===== config.mk =====
export PLATFORM = sky130hd
export DESIGN_NAME = yuyv_to_rgb_pixel_writer
export DESIGN_NICKNAME = d
export VERILOG_FILES = /design/src/rtl/core/y2r_pkg.sv /design/src/rtl/core/y2r_lane.sv /design/src/rtl/core/y2r_addr.sv /design/src/rtl/core/yuyv_to_rgb_pixel_writer.sv
export SDC_FILE = /design/constraint.sdc
export NUM_CORES = 2
export LEC_CHECK = 0
export BUFFER_PORTS_ARGS = -buffer_cell sky130_fd_sc_hd__buf_4
export CORE_ASPECT_RATIO = 1.1
export CORE_MARGIN = 2
export CORE_UTILIZATION = 70
export DETAILED_ROUTE_END_ITERATION = 10
export GPL_TIMING_DRIVEN = 0
export PLACE_DENSITY = 0.89
export SLEW_MARGIN = 25
export SYNTH_ARGS = -nofsm -noshare
export SYNTH_HDL_FRONTEND = slang
export SYNTH_HIERARCHICAL = 1
export SYNTH_SLANG_ARGS = --single-unit

===== constraint.sdc =====
create_clock -name i_clk -period 23.7 [get_ports i_clk]
set_input_delay 4.74 -clock i_clk [delete_from_list [all_inputs] [get_ports i_clk]]
set_output_delay 4.74 -clock i_clk [all_outputs]
set_load 0.02 [all_outputs]

===== src/rtl/core/y2r_pkg.sv =====
// shared types, constants and helpers for the yuyv to rgb pixel writer
`default_nettype none

package y2r_pkg;

    localparam int MAX_WIDTH  = 4096;
    localparam int MAX_HEIGHT = 4096;

    localparam int IW_W    = 13;
    localparam int IH_W    = 13;
    localparam int FBW_W   = 14;
    localparam int BPP_W   = 3;
    localparam int CFG_W   = 14;
    localparam int IDX_W   = 2;
    localparam int COL_W   = 12;
    localparam int ROW_W   = 12;
    localparam int FBLOC_W = 28;
    localparam int FBADR_W = 27;
    localparam int BMP_W   = 26;
    localparam int PIX_W   = 8;
    localparam int SUM_W   = 20;

    localparam logic [IDX_W-1:0] REG_IMAGE_WIDTH  = 2'd0;
    localparam logic [IDX_W-1:0] REG_IMAGE_HEIGHT = 2'd1;
    localparam logic [IDX_W-1:0] REG_FB_WIDTH     = 2'd2;
    localparam logic [IDX_W-1:0] REG_FB_BPP       = 2'd3;

    localparam logic [IW_W-1:0]  RST_IMAGE_WIDTH  = 13'd640;
    localparam logic [IH_W-1:0]  RST_IMAGE_HEIGHT = 13'd360;
    localparam logic [FBW_W-1:0] RST_FB_WIDTH     = 14'd640;
    localparam logic [BPP_W-1:0] RST_FB_BPP       = 3'd4;
    localparam logic [BMP_W-1:0] RST_BMP_BASE     = BMP_W'((360 - 1) * 640 * 3);

    localparam logic signed [SUM_W-1:0] C_Y   = 20'sd298;
    localparam logic signed [SUM_W-1:0] C_VR  = 20'sd409;
    localparam logic signed [SUM_W-1:0] C_UG  = 20'sd100;
    localparam logic signed [SUM_W-1:0] C_VG  = 20'sd208;
    localparam logic signed [SUM_W-1:0] C_UB  = 20'sd516;
    localparam logic signed [SUM_W-1:0] C_RND = 20'sd128;

    typedef struct packed {
        logic               result;
        logic [FBADR_W-1:0] fb_addr;
        logic [BMP_W-1:0]   bmp_addr;
        logic               eof;
    } t_addr_info;

    // floor shift by 8 then clip to 0..255
    function automatic logic [PIX_W-1:0] clip8(input logic signed [SUM_W-1:0] s);
        logic [PIX_W-1:0] q;
        begin
            if (s[SUM_W-1]) begin
                q = '0;
            end else if (|s[SUM_W-2:16]) begin
                q = '1;
            end else begin
                q = s[15:8];
            end
            return q;
        end
    endfunction

endpackage

`default_nettype wire


===== src/rtl/core/y2r_lane.sv =====
// one conversion lane: one luma with shared chroma to clipped bgr
`default_nettype none

module y2r_lane (
    input  wire logic [y2r_pkg::PIX_W-1:0] i_luma,
    input  wire logic [y2r_pkg::PIX_W-1:0] i_u,
    input  wire logic [y2r_pkg::PIX_W-1:0] i_v,
    output logic [y2r_pkg::PIX_W-1:0]      o_blue,
    output logic [y2r_pkg::PIX_W-1:0]      o_green,
    output logic [y2r_pkg::PIX_W-1:0]      o_red
);

    logic signed [y2r_pkg::SUM_W-1:0] w_y;
    logic signed [y2r_pkg::SUM_W-1:0] w_u;
    logic signed [y2r_pkg::SUM_W-1:0] w_v;
    logic signed [y2r_pkg::SUM_W-1:0] w_sum_b;
    logic signed [y2r_pkg::SUM_W-1:0] w_sum_g;
    logic signed [y2r_pkg::SUM_W-1:0] w_sum_r;

    // chroma minus 128 is the byte with its top bit flipped
    always_comb begin
        w_y = $signed({12'd0, i_luma}) * y2r_pkg::C_Y;
        w_u = y2r_pkg::SUM_W'($signed({~i_u[7], i_u[6:0]}));
        w_v = y2r_pkg::SUM_W'($signed({~i_v[7], i_v[6:0]}));
        w_sum_b = w_y + w_u * y2r_pkg::C_UB + y2r_pkg::C_RND;
        w_sum_g = w_y - w_u * y2r_pkg::C_UG - w_v * y2r_pkg::C_VG + y2r_pkg::C_RND;
        w_sum_r = w_y + w_v * y2r_pkg::C_VR + y2r_pkg::C_RND;
    end

    assign o_blue  = y2r_pkg::clip8(w_sum_b);
    assign o_green = y2r_pkg::clip8(w_sum_g);
    assign o_red   = y2r_pkg::clip8(w_sum_r);

endmodule

`default_nettype wire


===== src/rtl/core/y2r_addr.sv =====
// configuration registers, row and pair counters, framebuffer and bmp addressing
`default_nettype none

module y2r_addr (
    input  wire logic                         i_clk,
    input  wire logic                         i_rst_n,
    input  wire logic                         i_cfg_wr_en,
    input  wire logic [y2r_pkg::IDX_W-1:0]    i_cfg_index,
    input  wire logic [y2r_pkg::CFG_W-1:0]    i_cfg_data,
    input  wire logic                         i_accept,
    output y2r_pkg::t_addr_info               o_info
);

    logic [y2r_pkg::IW_W-1:0]    r_image_width, n_image_width;
    logic [y2r_pkg::IH_W-1:0]    r_image_height, n_image_height;
    logic [y2r_pkg::FBW_W-1:0]   r_fb_width, n_fb_width;
    logic [y2r_pkg::BPP_W-1:0]   r_bpp, n_bpp;
    logic [y2r_pkg::COL_W-1:0]   r_col, n_col;
    logic [y2r_pkg::ROW_W-1:0]   r_row, n_row;
    logic [y2r_pkg::FBLOC_W-1:0] r_fb_loc, n_fb_loc;
    logic [y2r_pkg::BMP_W-1:0]   r_bmp_base, n_bmp_base;

    logic [y2r_pkg::IW_W-1:0]    w_eff_w, w_next_eff_w;
    logic [y2r_pkg::IH_W-1:0]    w_eff_h, w_next_eff_h;
    logic [y2r_pkg::COL_W-1:0]   w_pairs;
    logic [y2r_pkg::FBW_W:0]     w_fb_sum;
    logic [y2r_pkg::FBW_W-1:0]   w_fb_pairs;
    logic [y2r_pkg::FBW_W-1:0]   w_last_col;
    logic [y2r_pkg::FBW_W-1:0]   w_pair_diff;
    logic [17:0]                 w_gap;
    logic [17:0]                 w_gap_bytes;
    logic [y2r_pkg::COL_W:0]     w_col_p1;
    logic [y2r_pkg::ROW_W:0]     w_row_p1;
    logic                        w_result;
    logic                        w_row_end;
    logic                        w_last_row;
    logic [14:0]                 w_w3, w_next_w3;
    logic [26:0]                 w_first_prod;
    logic [y2r_pkg::BMP_W-1:0]   w_first_base;

    function automatic logic [y2r_pkg::IW_W-1:0] eff_w(input logic [y2r_pkg::IW_W-1:0] iw);
        logic [y2r_pkg::IW_W-1:0] w;
        begin
            w = {iw[y2r_pkg::IW_W-1:1], 1'b0};
            if (w < y2r_pkg::IW_W'(2)) begin
                w = y2r_pkg::IW_W'(2);
            end else if (w > y2r_pkg::IW_W'(y2r_pkg::MAX_WIDTH)) begin
                w = y2r_pkg::IW_W'(y2r_pkg::MAX_WIDTH);
            end
            return w;
        end
    endfunction

    function automatic logic [y2r_pkg::IH_W-1:0] eff_h(input logic [y2r_pkg::IH_W-1:0] ih);
        logic [y2r_pkg::IH_W-1:0] h;
        begin
            h = ih;
            if (h < y2r_pkg::IH_W'(1)) begin
                h = y2r_pkg::IH_W'(1);
            end else if (h > y2r_pkg::IH_W'(y2r_pkg::MAX_HEIGHT)) begin
                h = y2r_pkg::IH_W'(y2r_pkg::MAX_HEIGHT);
            end
            return h;
        end
    endfunction

    // register writes
    always_comb begin
        n_image_width  = r_image_width;
        n_image_height = r_image_height;
        n_fb_width     = r_fb_width;
        n_bpp          = r_bpp;
        if (i_cfg_wr_en) begin
            case (i_cfg_index)
                y2r_pkg::REG_IMAGE_WIDTH:  n_image_width  = i_cfg_data[y2r_pkg::IW_W-1:0];
                y2r_pkg::REG_IMAGE_HEIGHT: n_image_height = i_cfg_data[y2r_pkg::IH_W-1:0];
                y2r_pkg::REG_FB_WIDTH:     n_fb_width     = i_cfg_data;
                y2r_pkg::REG_FB_BPP:       n_bpp          = i_cfg_data[y2r_pkg::BPP_W-1:0];
                default: ;
            endcase
        end
    end

    // derived geometry
    always_comb begin
        w_eff_w      = eff_w(r_image_width);
        w_eff_h      = eff_h(r_image_height);
        w_next_eff_w = eff_w(n_image_width);
        w_next_eff_h = eff_h(n_image_height);
        w_pairs      = w_eff_w[y2r_pkg::IW_W-1:1];
        w_fb_sum     = {1'b0, r_fb_width} + 15'd1;
        w_fb_pairs   = w_fb_sum[y2r_pkg::FBW_W:1];
        w_last_col   = (w_fb_pairs < {2'b0, w_pairs}) ? w_fb_pairs : {2'b0, w_pairs};
        w_pair_diff  = w_fb_pairs - {2'b0, w_pairs};
        w_gap        = {4'd0, w_pair_diff} * {15'd0, r_bpp};
        w_gap_bytes  = {w_gap[16:0], 1'b0};
        w_w3         = {2'b0, w_eff_w} + {1'b0, w_eff_w, 1'b0};
        w_next_w3    = {2'b0, w_next_eff_w} + {1'b0, w_next_eff_w, 1'b0};
        w_first_prod = {15'd0, w_next_eff_h[11:0] - 12'd1} * {12'd0, w_next_w3};
        w_first_base = w_first_prod[y2r_pkg::BMP_W-1:0];
    end

    // per request status
    always_comb begin
        w_col_p1   = {1'b0, r_col} + 13'd1;
        w_row_p1   = {1'b0, r_row} + 13'd1;
        w_result   = {2'b0, r_col} < w_fb_pairs;
        w_row_end  = w_col_p1 >= {1'b0, w_pairs};
        w_last_row = w_row_p1 >= w_eff_h;

        o_info.result   = w_result;
        o_info.fb_addr  = r_fb_loc[y2r_pkg::FBADR_W-1:0];
        o_info.bmp_addr = r_bmp_base + {12'd0, r_col, 2'b0} + {13'd0, r_col, 1'b0};
        o_info.eof      = w_last_row && ({1'b0, w_col_p1} == w_last_col);
    end

    always_comb begin
        n_col      = r_col;
        n_row      = r_row;
        n_fb_loc   = r_fb_loc;
        n_bmp_base = r_bmp_base;
        if (i_accept) begin
            n_fb_loc = r_fb_loc + (w_result ? 28'd8 : 28'd0)
                + ((w_row_end && (w_fb_pairs > {2'b0, w_pairs})) ? {10'd0, w_gap_bytes} : 28'd0);
            if (w_row_end) begin
                n_col = '0;
                if (w_last_row) begin
                    n_row      = '0;
                    n_fb_loc   = '0;
                    n_bmp_base = w_first_base;
                end else begin
                    n_row      = w_row_p1[y2r_pkg::ROW_W-1:0];
                    n_bmp_base = r_bmp_base - {11'd0, w_w3};
                end
            end else begin
                n_col = w_col_p1[y2r_pkg::COL_W-1:0];
            end
        end else if (i_cfg_wr_en && (r_col == '0) && (r_row == '0)) begin
            n_bmp_base = w_first_base;
        end
    end

    always_ff @(posedge i_clk) begin
        if (!i_rst_n) begin
            r_image_width  <= y2r_pkg::RST_IMAGE_WIDTH;
            r_image_height <= y2r_pkg::RST_IMAGE_HEIGHT;
            r_fb_width     <= y2r_pkg::RST_FB_WIDTH;
            r_bpp          <= y2r_pkg::RST_FB_BPP;
            r_col          <= '0;
            r_row          <= '0;
            r_fb_loc       <= '0;
            r_bmp_base     <= y2r_pkg::RST_BMP_BASE;
        end else begin
            r_image_width  <= n_image_width;
            r_image_height <= n_image_height;
            r_fb_width     <= n_fb_width;
            r_bpp          <= n_bpp;
            r_col          <= n_col;
            r_row          <= n_row;
            r_fb_loc       <= n_fb_loc;
            r_bmp_base     <= n_bmp_base;
        end
    end

endmodule

`default_nettype wire


===== src/rtl/core/yuyv_to_rgb_pixel_writer.sv =====
// top level: yuyv macropixel to bgr pixel pair with framebuffer and bmp addresses
//
//  channel   signals                           direction  handshake
//  in        first_luma blue_diff second_luma  input      i_in_valid / o_in_stall
//            red_diff
//  out       blue/green/red a and b, fb and    output     o_out_valid / i_out_stall
//            bmp byte address, end_of_frame
//  cfg       i_cfg_wr_en i_cfg_index           input      write enable only
//            i_cfg_data
//
//  one request per cycle while not stalled; a result leaves through the addressing
//  register, then the two color lanes into the output register
//  a request beyond the framebuffer width is taken and gives no result
//  synchronous active low reset clears counters and restores register defaults
//  stall on the output backs up through both stages to o_in_stall
`default_nettype none

module yuyv_to_rgb_pixel_writer (
    input  wire logic                          i_clk,
    input  wire logic                          i_rst_n,
    input  wire logic                          i_cfg_wr_en,
    input  wire logic [y2r_pkg::IDX_W-1:0]     i_cfg_index,
    input  wire logic [y2r_pkg::CFG_W-1:0]     i_cfg_data,
    input  wire logic                          i_in_valid,
    output logic                               o_in_stall,
    input  wire logic [y2r_pkg::PIX_W-1:0]     i_first_luma,
    input  wire logic [y2r_pkg::PIX_W-1:0]     i_blue_diff,
    input  wire logic [y2r_pkg::PIX_W-1:0]     i_second_luma,
    input  wire logic [y2r_pkg::PIX_W-1:0]     i_red_diff,
    output logic                               o_out_valid,
    input  wire logic                          i_out_stall,
    output logic [y2r_pkg::PIX_W-1:0]          o_blue_a,
    output logic [y2r_pkg::PIX_W-1:0]          o_green_a,
    output logic [y2r_pkg::PIX_W-1:0]          o_red_a,
    output logic [y2r_pkg::PIX_W-1:0]          o_blue_b,
    output logic [y2r_pkg::PIX_W-1:0]          o_green_b,
    output logic [y2r_pkg::PIX_W-1:0]          o_red_b,
    output logic [y2r_pkg::FBADR_W-1:0]        o_fb_byte_address,
    output logic [y2r_pkg::BMP_W-1:0]          o_bmp_byte_address,
    output logic                               o_end_of_frame
);

    y2r_pkg::t_addr_info w_info;
    logic                w_accept;
    logic                w_en1;
    logic                w_en2;

    logic                       r_v1;
    logic [y2r_pkg::PIX_W-1:0]  r_luma_a;
    logic [y2r_pkg::PIX_W-1:0]  r_luma_b;
    logic [y2r_pkg::PIX_W-1:0]  r_u;
    logic [y2r_pkg::PIX_W-1:0]  r_v;
    y2r_pkg::t_addr_info        r_info;

    logic [y2r_pkg::PIX_W-1:0]  w_blue_a, w_green_a, w_red_a;
    logic [y2r_pkg::PIX_W-1:0]  w_blue_b, w_green_b, w_red_b;

    logic                       r_v2;
    logic [y2r_pkg::PIX_W-1:0]  r_blue_a, r_green_a, r_red_a;
    logic [y2r_pkg::PIX_W-1:0]  r_blue_b, r_green_b, r_red_b;
    logic [y2r_pkg::FBADR_W-1:0] r_fb_addr;
    logic [y2r_pkg::BMP_W-1:0]  r_bmp_addr;
    logic                       r_eof;

    assign w_en2      = !r_v2 || !i_out_stall;
    assign w_en1      = !r_v1 || w_en2;
    assign o_in_stall = !w_en1;
    assign w_accept   = i_in_valid && w_en1;

    y2r_addr u_addr (
        .i_clk       (i_clk),
        .i_rst_n     (i_rst_n),
        .i_cfg_wr_en (i_cfg_wr_en),
        .i_cfg_index (i_cfg_index),
        .i_cfg_data  (i_cfg_data),
        .i_accept    (w_accept),
        .o_info      (w_info)
    );

    always_ff @(posedge i_clk) begin
        if (!i_rst_n) begin
            r_v1 <= 1'b0;
        end else if (w_en1) begin
            r_v1 <= w_accept && w_info.result;
        end
    end

    always_ff @(posedge i_clk) begin
        if (w_en1) begin
            r_luma_a <= i_first_luma;
            r_luma_b <= i_second_luma;
            r_u      <= i_blue_diff;
            r_v      <= i_red_diff;
            r_info   <= w_info;
        end
    end

    y2r_lane u_lane_a (
        .i_luma  (r_luma_a),
        .i_u     (r_u),
        .i_v     (r_v),
        .o_blue  (w_blue_a),
        .o_green (w_green_a),
        .o_red   (w_red_a)
    );

    y2r_lane u_lane_b (
        .i_luma  (r_luma_b),
        .i_u     (r_u),
        .i_v     (r_v),
        .o_blue  (w_blue_b),
        .o_green (w_green_b),
        .o_red   (w_red_b)
    );

    // merge both lanes with the addressing into the output register
    always_ff @(posedge i_clk) begin
        if (!i_rst_n) begin
            r_v2 <= 1'b0;
        end else if (w_en2) begin
            r_v2 <= r_v1;
        end
    end

    always_ff @(posedge i_clk) begin
        if (w_en2) begin
            r_blue_a   <= w_blue_a;
            r_green_a  <= w_green_a;
            r_red_a    <= w_red_a;
            r_blue_b   <= w_blue_b;
            r_green_b  <= w_green_b;
            r_red_b    <= w_red_b;
            r_fb_addr  <= r_info.fb_addr;
            r_bmp_addr <= r_info.bmp_addr;
            r_eof      <= r_info.eof;
        end
    end

    assign o_out_valid        = r_v2;
    assign o_blue_a           = r_blue_a;
    assign o_green_a          = r_green_a;
    assign o_red_a            = r_red_a;
    assign o_blue_b           = r_blue_b;
    assign o_green_b          = r_green_b;
    assign o_red_b            = r_red_b;
    assign o_fb_byte_address  = r_fb_addr;
    assign o_bmp_byte_address = r_bmp_addr;
    assign o_end_of_frame     = r_eof;

endmodule

`default_nettype wire

==> parameters.txt <==
Parameter                              Value

Outcome
  Outcome ... finished clean

Finish
  Utilization after layout ... 77.6%
  Most common cell after layout, fill and taps aside ... ha_1
  Area of the multi-input gates ... 0.0268 mm²
  Top library cells by usage in the layout, fill and taps aside ... ha_1 (683), inv_1 (566), nand2_1 (331), fa_1 (279), nor2_1 (228)
  Register Area ... 0.00805 mm²
  Ant diodes ... 0
  Fillers ... 3320
  Fraction of final layout cells with drive strength greater than 1 ... 6.89%
  Final net count ... 5195
  Area growth from synthesis to layout ... 9.25%

Routing
  # DRC ... 0
  DR vias ... 30600
  Post-detailed-route count of antenna-violating nets ... 0
  Aggregate routed wire length ... 97200 µm
  Average wire length per cell after detail routing ... 19.9 µm
  Vias/cell ... 6.27
  Violation count after the first detailed-route iteration ... 2476
  Detailed Routing Iterations Pass 1 ... 6

Logic synthesis
  Flip-flop and latch count after synthesis ... 308
  Mapped Avg Cell Area ... 9.37 µm²
  Count of different cell masters after synthesis ... 102
  Yosys warnings ... 6
  Post-synth design cell area ... 0.0373 mm²
  Most frequently used flop master after synthesis ... edfxtp_1
  Number of synthesized flops with an enable pin ... 188
  Proportion of synthesized flip-flops having asynchronous set or reset ... 0%
  Gate Count Post-Synth ... 3981
  Post-synthesis sequential area ratio ... 21.6%
  Net Count, Synth ... 4996

Die
  Number of top-level design ports ... 157
  Number of cell rows ... 88
  Height of the die ... 246 µm
  Chip Width ... 224 µm
  Die ar. ... 0.0551 mm²
  Initial standard-cell utilization of the core ... 71.0%
  Core outline area ... 0.0525 mm²

Setup path
  Critical Path Fanout Max ... 10
  Kind of capture point of the worst setup path ... flop
  Critical R2R Launch ... u_addr/r_image_width[8]
  Maximum single-stage delay on the critical path ... 0.77 ns
  First element of the critical path ... i_cfg_wr_en
  Critical path launch point type ... input port
  Path type of the worst setup path ... in -> reg
  Most prevalent standard cell on the critical path ... fa_1
  Worst setup endpoint ... u_addr/r_bmp_base[25]
  Worst endpoint data arrival time ... 15.08 ns
  Reg2Reg Capture Point ... u_addr/r_bmp_base[25]
  R2r worst-path depth ... 33
  Data required time at the worst endpoint ... 24.14 ns
  Worst reg-to-reg setup slack ... 13.40 ns
  CP max-delay cell ... o21ai_0

STA
  Final Max Slew Viols ... 0
  Clock skew ... 0.0346 ns
  Setup TNS after final layout ... 0 ns
  Highest attainable clock frequency ... 68.3 MHz
  Relative slew margins ... 31.6%
  Number of endpoints failing setup at the final stage ... 0
  Post-route fraction of the period consumed by the critical path ... 61.8%
  Fin. Hold Viols ... 0
  Worst-Margin Slew ... 1.01 ns
  Setup repair after global routing missed its margin ... false
  Crit path time final ... 14.64 ns

CTS
  Number of buffers created by CTS ... 37
  Clock latency reported for the late side of the worst-skew pair ... 0.59 ns
  Number of setup buffers added after CTS ... 0
  Post-cts sizing count ... 0
  Root Buffer ... clkbuf_16
  Number of sinks handled by clock tree synthesis ... 308
  Number of buffers inserted by hold repair at cts ... 0
  Clock Pin Slew Worst Setup and Hold Paths ... 0.05 ns
  CTS tree ... built
  H-tree depth ... 2
  Clock Tree Buf Depth ... 3

GRT
  Antenna violations before repair ... 0
  Overall overflow remaining after global route ... 0
  Global-route usage over all layers ... 35.3%
  Number of global-route vias before repair ... 31100
  Largest net degree at the start of global routing ... 51
  Global-route wire length before repair ... 155000 µm

Placed design
  Half-perimeter wire length of the detailed placement result ... 74900 µm
  Buffers on Ports ... 156
  Final GP Congestion ... 0.985

Job
  Max-cap violations ... 0

Min path
  Hold/Removal Path Class ... reg -> reg
[per-stage QoR]
step | setup slack, ns | hold slack (ns) | area (µm²) | cells
floorplan | 10.79 | 0.400 | 37300 | 3981
global placement | 8.87 | 0.401 | 39300 | 4812
detailed placement | 8.83 | 0.405 | 39400 | 4815
CTS | 9.34 | 0.408 | 40700 | 4882
global route | 8.58 | 0.425 | 40700 | 4883
finish | 9.06 | 0.409 | 40700 | 4883
[area by class of cell]
| class | instances | area share [%] |
|---|---|---|
| Inverter | 568 | 5.23 |
| Tap cell | 675 | 2.07 |
| Clock buffer | 57 | 2.73 |
| Buffer | 78 | 0.808 |
| Sequential cell | 308 | 19.8 |
| Clock inverter | 10 | 0.445 |
| Multi-Input combinational cell | 3027 | 65.8 |
| Timing Repair Buffer | 160 | 3.11 |
[sequential cells by signal (all words and copies together), names as in the netlist]
| signal | cells |
|---|---|
| o_blue_a | 8 |
| o_blue_b | 8 |
| o_bmp_byte_address | 26 |
| o_end_of_frame | 1 |
| o_fb_byte_address | 27 |
| o_green_a | 8 |
| o_green_b | 8 |
| o_out_valid | 1 |
| o_red_a | 8 |
| o_red_b | 8 |
| r_info | 54 |
| r_luma_a | 8 |
| r_luma_b | 8 |
| r_u | 8 |
| r_v | 8 |
| r_v1 | 1 |
| u_addr/r_bmp_base | 26 |
| u_addr/r_bpp | 3 |
| u_addr/r_col | 12 |
| u_addr/r_fb_loc | 26 |
| u_addr/r_fb_width | 14 |
| u_addr/r_image_height | 13 |
| u_addr/r_image_width | 12 |
| u_addr/r_row | 12 |
[critical path: cells and delay by family]
kind / cells / cell delay (ns)
muxes: 1 / 0.43
buffers and inverters: 6 / 1.36
and+or+nand+nor: 8 / 1.84
AOI/OAI and AO/OA: 9 / 2.59
xor gates and xnor gates: 1 / 0.22
adders and majority gates: 8 / 3.89
[worst min-delay path by stage]
stage                          start                endpoint  cells past startpoint
after floorplan            r_info[1]   o_bmp_byte_address[0]                      0
after global placement    r_info[12]  o_bmp_byte_address[11]                      0
after detailed placement  r_info[37]   o_fb_byte_address[10]                      0
after CTS                 r_info[28]    o_fb_byte_address[1]                      0
after global routing      r_info[28]    o_fb_byte_address[1]                      0
final                     r_info[25]  o_bmp_byte_address[24]                      0
[cells in the mapped netlist (all sizes together) (9+ instances only)]
cell type	instances	area [µm²]
nor3b	9	72.6
clkbuf	56	210
a21o	64	480
a21oi	229	1160
o211ai	20	150
nand3	75	380
a21boi	11	82.6
o2bb2ai	13	114
nand4	23	144
and2	80	504
a211oi	29	235
nand2b	38	238
nor4	18	119
buf	22	119
and4	10	87.6
o31ai	15	113
or2	15	93.8
a31oi	35	234
ha	683	8550
inv	567	2130
a211o	20	184
nand2	332	1250
o21a	47	354
xnor2	172	1510
mux2i	51	523
and3	32	205
nor3	64	325
o21ai	130	654
nor2	228	856
fa	279	5590
xor2	96	841
o21bai	26	195
dfxtp	120	2400
edfxtp	188	5650
nor2b	30	188
or3	22	138
[routing by layer]
layer  share of wire (%)  up-vias  GRT usage (%)
met2                  49     1480           62.2
met5                   0        -              0
met4                 6.0        0           18.5
li1                    -    14100              -
met1                  38    14600           41.2
met3                 7.7      427           5.89
[cell families after synthesis]
logic type	Yosys count	synth area share, %
compound gates	731	12.9
xor+xnor	268	6.30
fa+ha+maj	962	37.9
buf+inv	646	6.60
flops	308	21.6
mux	57	1.59
other cells	1	0.0101
simple gates	1008	13.1
Power is not shown: default switching activity piles up to over one toggle a cycle in this logic, so the estimate is an artifact.
